**config.mk**
```make
export PLATFORM = sky130hd
export DESIGN_NAME = byte_keyed_48_slot_child_table_core
export DESIGN_NICKNAME = d
export VERILOG_FILES = /design/src/hdl/bkct_pkg.sv /design/src/hdl/byte_keyed_48_slot_child_table_core.sv /design/src/hdl/bkct_key_search.sv
export VERILOG_INCLUDE_DIRS = /design/src /design/src/hdl
export SDC_FILE = /design/constraint.sdc
export NUM_CORES = 2
export LEC_CHECK = 0
export BUFFER_PORTS_ARGS = -buffer_cell sky130_fd_sc_hd__clkbuf_2
export CORE_MARGIN = 5
export CORE_UTILIZATION = 48
export DETAILED_ROUTE_END_ITERATION = 7
export GPL_ROUTABILITY_DRIVEN = 1
export PLACE_DENSITY = 0.73
export SLEW_MARGIN = 40
export SYNTH_ARGS = -nofsm -noshare
export SYNTH_HDL_FRONTEND = slang
export SYNTH_HIERARCHICAL = 1
export SYNTH_SLANG_ARGS = --single-unit
```
**constraint.sdc**
```tcl
create_clock -name clk -period 21.6 [get_ports clk]
set_input_delay 2.16 -clock clk [delete_from_list [all_inputs] [get_ports clk]]
set_output_delay 2.16 -clock clk [all_outputs]
set_load 0.03 [all_outputs]
```
**src/hdl/byte_keyed_48_slot_child_table_core_macros.svh**
```systemverilog
// ----------------------------------------------------------------------------
// Assertion macros for the child table core
// Clocked assertion helpers that compile away in synthesis.
// ----------------------------------------------------------------------------
`ifndef BYTE_KEYED_48_SLOT_CHILD_TABLE_CORE_MACROS_SVH
`define BYTE_KEYED_48_SLOT_CHILD_TABLE_CORE_MACROS_SVH

`ifndef SYNTHESIS

// Property checked at every rising edge outside reset.
`define BKCT_ASSERT(label, clk, rst, prop, msg) \
  label: assert property (@(posedge clk) disable iff (rst) prop) else $error(msg);

// Implication checked at every rising edge outside reset.
`define BKCT_ASSERT_IMPL(label, clk, rst, ante, cons, msg) \
  label: assert property (@(posedge clk) disable iff (rst) (ante) |-> (cons)) else $error(msg);

`else

`define BKCT_ASSERT(label, clk, rst, prop, msg)

`define BKCT_ASSERT_IMPL(label, clk, rst, ante, cons, msg)

`endif

`endif

```
**src/hdl/bkct_pkg.sv**
```systemverilog
// ----------------------------------------------------------------------------
// Child table package
// Request and response types, operation and status codes, controller states.
// ----------------------------------------------------------------------------
package bkct_pkg;

  localparam int KEYS = 256;

  // Request codes.
  localparam logic [2:0] REQ_INSERT = 3'd0;
  localparam logic [2:0] REQ_LOOKUP = 3'd1;
  localparam logic [2:0] REQ_GE     = 3'd2;
  localparam logic [2:0] REQ_NEXT   = 3'd3;
  localparam logic [2:0] REQ_MIN    = 3'd4;

  // Status codes.
  localparam logic [1:0] ST_OK        = 2'd0;
  localparam logic [1:0] ST_NOT_FOUND = 2'd1;
  localparam logic [1:0] ST_FULL      = 2'd2;

  typedef struct packed {
    logic [2:0]  req_type;
    logic [7:0]  key;
    logic [31:0] child_value;
  } bkct_req_t;

  typedef struct packed {
    logic [1:0]  status;
    logic [7:0]  found_key;
    logic        equal_match;
    logic [31:0] child_out;
  } bkct_rsp_t;

  // Result of the key search between the encoder and the controller.
  typedef struct packed {
    logic       found;
    logic [7:0] pos;
  } bkct_hit_t;

  typedef enum logic [2:0] {
    S_IDLE,
    S_SCAN1,
    S_SCAN2,
    S_IDX,
    S_HND
  } bkct_state_t;

endpackage

```
**src/hdl/byte_keyed_48_slot_child_table_core.sv**
```systemverilog
// ----------------------------------------------------------------------------
// Byte-keyed child table core
// Radix-tree node with a 256-entry key index pointing into SLOTS child slots.
// ----------------------------------------------------------------------------
// A request is taken when start is high and busy is low; its single result
// appears on rsp for exactly one cycle with done high, and the receiver cannot
// hold it off. Insert, lookup of a missing key and searches that find nothing
// pass through the two-stage key encoder and the registered read of the index
// memory before the next request can be taken; lookups and searches that find
// a key also wait for the registered read of the handle memory. Occupancy is
// held in flip-flops cleared by reset, so the block is ready right after reset
// with no clearing pass.
`include "byte_keyed_48_slot_child_table_core_macros.svh"

module byte_keyed_48_slot_child_table_core
  import bkct_pkg::*;
#(
  parameter int SLOTS       = 48,
  parameter int HANDLE_BITS = 32
) (
  input  logic      clk,
  input  logic      rst,
  input  logic      start,
  output logic      busy,
  input  bkct_req_t req,
  output logic      done,
  output bkct_rsp_t rsp
);

  localparam int SW = $clog2(SLOTS);
  localparam int CW = $clog2(SLOTS + 1);

  bkct_state_t state, state_next;

  bkct_req_t            req_r;
  logic [KEYS-1:0]      present;
  logic [SLOTS-1:0]     used;
  logic [CW-1:0]        entry_count;
  logic [SW-1:0]        free_slot, free_slot_next;
  logic                 has_free, has_free_next;
  logic                 key_hit;
  logic [7:0]           pos, pos_next;
  logic                 found, found_next;
  logic                 done_next;
  bkct_rsp_t            rsp_next;
  bkct_hit_t            hit;
  logic [7:0]           from;
  logic                 none;

  // Memories and their ports.
  logic [SW-1:0]          key_slot_index [KEYS];
  logic [HANDLE_BITS-1:0] slot_handles   [SLOTS];
  logic [7:0]             idx_raddr;
  logic [SW-1:0]          idx_q;
  logic                   idx_we;
  logic [SW-1:0]          hnd_addr;
  logic [HANDLE_BITS-1:0] hnd_q;
  logic                   hnd_we;
  logic                   ins_new;

  logic [95:0]                 val_wide;
  logic [HANDLE_BITS-1:0]      val_h;
  logic [HANDLE_BITS+31:0]     hnd_wide;
  logic [31:0]                 hnd_out;
  logic [HANDLE_BITS+31:0]     val_back_wide;
  logic [31:0]                 val_out;

  // Handle width conversion in both directions.
  assign val_wide      = {64'd0, req_r.child_value};
  assign val_h         = val_wide[HANDLE_BITS-1:0];
  assign hnd_wide      = {32'd0, hnd_q};
  assign hnd_out       = hnd_wide[31:0];
  assign val_back_wide = {32'd0, val_h};
  assign val_out       = val_back_wide[31:0];

  assign busy = (state != S_IDLE);

  // Start point of the key search for each request type.
  always_comb begin
    from = 8'd0;
    none = 1'b1;
    case (req_r.req_type)
      REQ_GE: begin
        from = req_r.key;
        none = 1'b0;
      end
      REQ_NEXT: begin
        from = req_r.key + 8'd1;
        none = (req_r.key == 8'hFF);
      end
      REQ_MIN: begin
        from = 8'd0;
        none = 1'b0;
      end
      default: begin
        from = 8'd0;
        none = 1'b1;
      end
    endcase
  end

  bkct_key_search u_search (
    .clk     (clk),
    .present (present),
    .from    (from),
    .none    (none),
    .hit     (hit)
  );

  // Lowest free slot.
  always_comb begin
    has_free_next  = ~&used;
    free_slot_next = '0;
    for (int s = SLOTS - 1; s >= 0; s--) begin
      if (!used[s]) begin
        free_slot_next = SW'(s);
      end
    end
  end

  // Controller: next state, memory controls and the result.
  always_comb begin
    state_next = state;
    pos_next   = pos;
    found_next = found;
    done_next  = 1'b0;
    rsp_next   = '{status: ST_NOT_FOUND, found_key: 8'd0, equal_match: 1'b0,
                   child_out: 32'd0};
    idx_raddr  = pos;
    idx_we     = 1'b0;
    hnd_we     = 1'b0;
    hnd_addr   = idx_q;
    ins_new    = 1'b0;
    case (state)
      S_IDLE: begin
        if (start) begin
          state_next = S_SCAN1;
        end
      end
      S_SCAN1: begin
        state_next = S_SCAN2;
      end
      S_SCAN2: begin
        case (req_r.req_type)
          REQ_INSERT, REQ_LOOKUP: begin
            pos_next   = req_r.key;
            found_next = key_hit;
          end
          REQ_GE, REQ_NEXT, REQ_MIN: begin
            pos_next   = hit.pos;
            found_next = hit.found;
          end
          default: begin
            pos_next   = 8'd0;
            found_next = 1'b0;
          end
        endcase
        idx_raddr  = pos_next;
        state_next = S_IDX;
      end
      S_IDX: begin
        if (req_r.req_type == REQ_INSERT) begin
          // Insert: overwrite an existing slot, claim the lowest free one, or report full.
          done_next          = 1'b1;
          state_next         = S_IDLE;
          rsp_next.found_key = req_r.key;
          if (found) begin
            hnd_we             = 1'b1;
            hnd_addr           = idx_q;
            rsp_next.status    = ST_OK;
            rsp_next.child_out = val_out;
          end else if (entry_count >= CW'(SLOTS) || !has_free) begin
            rsp_next.status = ST_FULL;
          end else begin
            hnd_we             = 1'b1;
            hnd_addr           = free_slot;
            idx_we             = 1'b1;
            ins_new            = 1'b1;
            rsp_next.status    = ST_OK;
            rsp_next.child_out = val_out;
          end
        end else if (found) begin
          hnd_addr   = idx_q;
          state_next = S_HND;
        end else begin
          done_next  = 1'b1;
          state_next = S_IDLE;
        end
      end
      S_HND: begin
        done_next            = 1'b1;
        state_next           = S_IDLE;
        rsp_next.status      = ST_OK;
        rsp_next.found_key   = pos;
        rsp_next.equal_match = (req_r.req_type == REQ_GE) && (pos == req_r.key);
        rsp_next.child_out   = hnd_out;
      end
      default: begin
        state_next = S_IDLE;
      end
    endcase
  end

  // State and control registers.
  always_ff @(posedge clk) begin
    if (rst) begin
      state       <= S_IDLE;
      done        <= 1'b0;
      present     <= '0;
      used        <= '0;
      entry_count <= '0;
    end else begin
      state <= state_next;
      done  <= done_next;
      if (ins_new) begin
        present[req_r.key]      <= 1'b1;
        used[free_slot]         <= 1'b1;
        entry_count             <= entry_count + CW'(1);
      end
    end
  end

  // Payload registers.
  always_ff @(posedge clk) begin
    if (state == S_IDLE && start) begin
      req_r <= req;
    end
    if (state == S_SCAN1) begin
      free_slot <= free_slot_next;
      has_free  <= has_free_next;
      key_hit   <= present[req_r.key];
    end
    pos   <= pos_next;
    found <= found_next;
    rsp   <= rsp_next;
  end

  // Key index memory.
  always_ff @(posedge clk) begin
    if (idx_we) begin
      key_slot_index[req_r.key] <= free_slot;
    end
    idx_q <= key_slot_index[idx_raddr];
  end

  // Child handle memory.
  always_ff @(posedge clk) begin
    if (hnd_we) begin
      slot_handles[hnd_addr] <= val_h;
    end
    hnd_q <= slot_handles[hnd_addr];
  end

  // Checks on the controller and the occupancy bookkeeping.
  `BKCT_ASSERT_IMPL(a_done_idle, clk, rst, done, !busy, "result shown while still busy")
  `BKCT_ASSERT(a_count_used, clk, rst, $countones(used) == 32'(entry_count), "count mismatch")
  `BKCT_ASSERT(a_count_max, clk, rst, entry_count <= CW'(SLOTS), "entry count above slots")
  `BKCT_ASSERT_IMPL(a_full_ok, clk, rst, done && rsp.status == ST_FULL,
                    entry_count == CW'(SLOTS), "full with free slots")
  `BKCT_ASSERT(a_accept, clk, rst, (start && !busy) |=> (busy && !done),
               "accept did not start work")

endmodule

```
**src/hdl/bkct_key_search.sv**
```systemverilog
// ----------------------------------------------------------------------------
// Key search encoder
// Two-level priority encoder over the 256 present bits, starting at a key.
// ----------------------------------------------------------------------------
module bkct_key_search
  import bkct_pkg::*;
(
  input  logic            clk,
  input  logic [KEYS-1:0] present,
  input  logic [7:0]      from,
  input  logic            none,
  output bkct_hit_t       hit
);

  logic [KEYS-1:0] masked;
  logic [15:0]     grp_any;
  logic [3:0]      grp_low [16];
  logic [15:0]     grp_any_next;
  logic [3:0]      grp_low_next [16];

  // Keep only present keys at or above the start key.
  always_comb begin
    for (int k = 0; k < KEYS; k++) begin
      masked[k] = present[k] && (8'(k) >= from) && !none;
    end
  end

  // First level: lowest set bit within each group of sixteen keys.
  always_comb begin
    for (int g = 0; g < 16; g++) begin
      grp_any_next[g] = |masked[g*16 +: 16];
      grp_low_next[g] = 4'd0;
      for (int b = 15; b >= 0; b--) begin
        if (masked[g*16 + b]) begin
          grp_low_next[g] = 4'(b);
        end
      end
    end
  end

  always_ff @(posedge clk) begin
    grp_any <= grp_any_next;
    for (int g = 0; g < 16; g++) begin
      grp_low[g] <= grp_low_next[g];
    end
  end

  // Second level: lowest group that holds a key.
  always_comb begin
    hit.found = |grp_any;
    hit.pos   = 8'd0;
    for (int g = 15; g >= 0; g--) begin
      if (grp_any[g]) begin
        hit.pos = {4'(g), grp_low[g]};
      end
    end
  end

endmodule
```
==> results.ini <==
[power_and_ir_drop]
combinationalPowerShare = 0.220
ir_worst_vdd_v = 0.000118
p_leak_nw = 51.8
intPower_mw = 12.2
p_switching_mw = 5.68
p_seq_frac = 0.431
p_total_mw = 17.9
switching_share = 0.318
clkPwrFrac = 0.348
power.density_nw_per_um2 = 110

[synth]
synth_compound_area_frac = 0.118
synth_cell_types = 114
async_flop_share = 0
yosys_most_used_dff = edfxtp_1
avgSynthCellArea_um2 = 13.5
synthMuxAreaShare = 0.0384
ys_ff_latch = 3607
syn-cell-area_um2 = 144000
synthCells = 10600
ys.warnings.count = 6
synth_top_family_by_area = compound AO/OA/AOI/OAI gates
seq_area_frac_synth = 0.718
synthSimpleGateAreaFrac = 0.100
synth_fp_nets = 10700
synthAdderAreaFrac = 0.000573
synth-edff-count = 3124
synthXorXnorAreaFrac = 0.00116

[floorplanning]
die_x_um = 558
num_io_pins = 91
num_rows = 201
die_h_um = 558
initial_core_util = 0.481
die_area_um2 = 311000
coreArea_um2 = 299000

[layout]
postLayoutCoreUtil = 0.542
mostFrequentLayoutCells = edfxtp_1, nand2_1, nor2_1, a21oi_1, dfxtp_1
nNetsFinal = 10700
layout-drive-gt1-share = 0.129
multiInputGateArea_um2 = 38600
layout.cells.non_filler = 15000
nFillCells = 23600
area_growth_pct = 12.6
regArea_um2 = 103000
final_common_cell = edfxtp_1

[grt]
grt_first_pass_wirelength_mm = 692
met2_usage = 0.468
gr-total-overflow = 0
grt_pass1_vias = 95300
antenna_found_initial = 37
met3_usage = 0.0794
grt_busiest_layer = met2
grt_use_total = 0.307
grtUsageMet1 = 0.405
grt_max_degree = 182

[critical_path]
rr_worst_depth = 18
cp.required_ns = 22.42
crit_path_start_kind = flop
worstPathArrival_ns = 7.68
crit_path_start = u_search/grp_any[14]$_DFF_P_
slowest_delay_ns = 0.77
rrSetupSlack_ns = 14.74
path_cells = nor2b_1 -> o21ai_0 -> a21oi_1 -> o21ai_0 -> a21oi_1 -> o31a_1 -> o21ai_0 -> a211o_1 -> and2_4 -> inv_8 -> buf_4 -> buf_6 -> mux2i_1 -> a32oi_1 -> a31oi_1 -> a31oi_2 -> nand4_1 -> o22ai_1
crit_end = idx_q[2]$_DFF_P_
crit_path_frequent_cell = o21ai_0
critPathMaxFanout = 97
regToRegEndpoint = idx_q[2]$_DFF_P_
crit_type = flop to flop
crit_path_end_kind = flop
crit_cells = 18
path_buf_inv = 3
r2r_start = u_search/grp_any[14]$_DFF_P_
cp_top_family = compound AO/OA/AOI/OAI gates
critical_path.slowest_cell = buf_4

[timing]
hold_slack_ns = 0.428
worst-slew-pin-transition_ns = 1.02
hold_violations = 0
setup_viol = 0
period_minus_slack_ns = 6.86
period_share = 0.318
fin_worst_skew_ns = 0.115
slew_violations = 0
fmaxAchievable_mhz = 146
maxSlewHeadroom = 0.316
setup_tns_ns = 0
rsz0062_at_grt = no

[clock_network]
clockBufferDepth = 4
cts-root-buf = clkbuf_16
clk_latency_ns = 0.99
postCtsSetupRepairBufs = 0
htreeDepth = 5
ctsHoldBuffers = 0
cts_resized = 0
clk_pin_slew_worst_paths_ns = 0.06
cts_sinks = 3607
cts_tree = built
cts_made_buffers = 355

[route]
ant_nets = 0
num_vias = 100000
wl_mm = 493
drc = 0
wl_per_cell_um = 32.9
firstDrtPassIters = 7
vias_per_cell = 6.69
drtIter0Drc = 17800

[place]
hpwl_mm = 302
place.gp.congestion = 1.00
placed_cells = 14300
io_buffers = 90

[run_status]
status = finished clean

[worst_hold_path]
hold_path.class = flop to flop

[run]
drv_cap = 0

## state kept, by name (all words and copies together) (netlist names), 8 cells and up
register          count
hnd_out              32
key_slot_index     1536
pos                   8
present             256
req_r                11
rsp                  43
slot_handles       1536
u_search/grp_any     16
u_search/grp_low     64
used                 48
val_h                32
## synth_stat cells (54+ instances only)
master	n	area share
mux4_2	109	0.017
nand2_1	1546	0.040
a221o_1	54	0.0038
a211oi_1	77	0.0040
mux2i_1	278	0.019
nand4_1	92	0.0040
o211ai_1	61	0.0032
edfxtp_1	3124	0.65
buf_1	73	0.0019
nand3_1	367	0.013
inv_1	63	0.0016
buf_2	199	0.0069
a222oi_1	97	0.0067
nor3_1	64	0.0022
clkbuf_1	386	0.010
nor2_1	1002	0.026
o22ai_1	56	0.0024
a31oi_1	213	0.0093
a22o_1	74	0.0045
o21ai_0	353	0.012
a32oi_1	172	0.010
dfxtp_1	483	0.067
a22oi_1	209	0.011
a21oi_1	584	0.020
a221oi_1	107	0.0065
## power groups by stage
| stage | sequential (mW) | clock (mW) | combinational, mW |
|---|---|---|---|
| 2_1_floorplan | 7.89 | 0 | 2.11 |
| 3_3_place_gp | 7.85 | 0 | 3.68 |
| 3_5_place_dp | 7.85 | 0 | 3.75 |
| 4_1_cts | 7.71 | 6.24 | 3.78 |
| 5_1_grt | 7.70 | 6.55 | 4.03 |
| 6_report | 7.71 | 6.23 | 3.94 |
## cell type report
| class | instances | area share |
|---|---|---|
| Clock inverter | 180 | 0.0123 |
| Multi-Input combinational cell | 6271 | 0.238 |
| Antenna cell | 24 | 0.000370 |
| Timing Repair Buffer | 388 | 0.0188 |
| Sequential cell | 3607 | 0.638 |
| Clock buffer | 484 | 0.0599 |
| Inverter | 72 | 0.00184 |
| Tap cell | 3958 | 0.0305 |
## logic make-up after synthesis
group           Yosys count
fa+ha+maj                 7
simple gates           3385
mux                     412
xor+xnor                 19
buf+inv                 771
flops                  3607
compound gates         2448
## stage by stage
step / area (um2) / setup slack (ns)
6_report: 162000 / 14.74
5_1_grt: 162000 / 14.54
4_1_cts: 162000 / 14.82
3_5_place_dp: 150000 / 14.84
3_3_place_gp: 149000 / 13.16
2_1_floorplan: 144000 / 13.44
## how the worst min path moves through the flow
stage	start	end	slack [ns]	depth (start not counted)
after floorplan	hnd_out[0]$_DFF_P_	rsp[0]$_DFF_P_	0.42	1
after global placement	hnd_out[11]$_DFF_P_	rsp[11]$_DFF_P_	0.43	1
after detailed placement	hnd_out[0]$_DFF_P_	rsp[0]$_DFF_P_	0.43	1
after CTS	hnd_out[2]$_DFF_P_	rsp[2]$_DFF_P_	0.45	1
after global routing	hnd_out[2]$_DFF_P_	rsp[2]$_DFF_P_	0.45	1
final	hnd_out[2]$_DFF_P_	rsp[2]$_DFF_P_	0.43	1
## metal layers
layer	routed length (um)	part of all wire
met4	31900	0.065
met1	175000	0.35
met5	136	0.00028
met2	220000	0.45
met3	66400	0.13
Note: power is estimated with default switching activity, not from simulation.
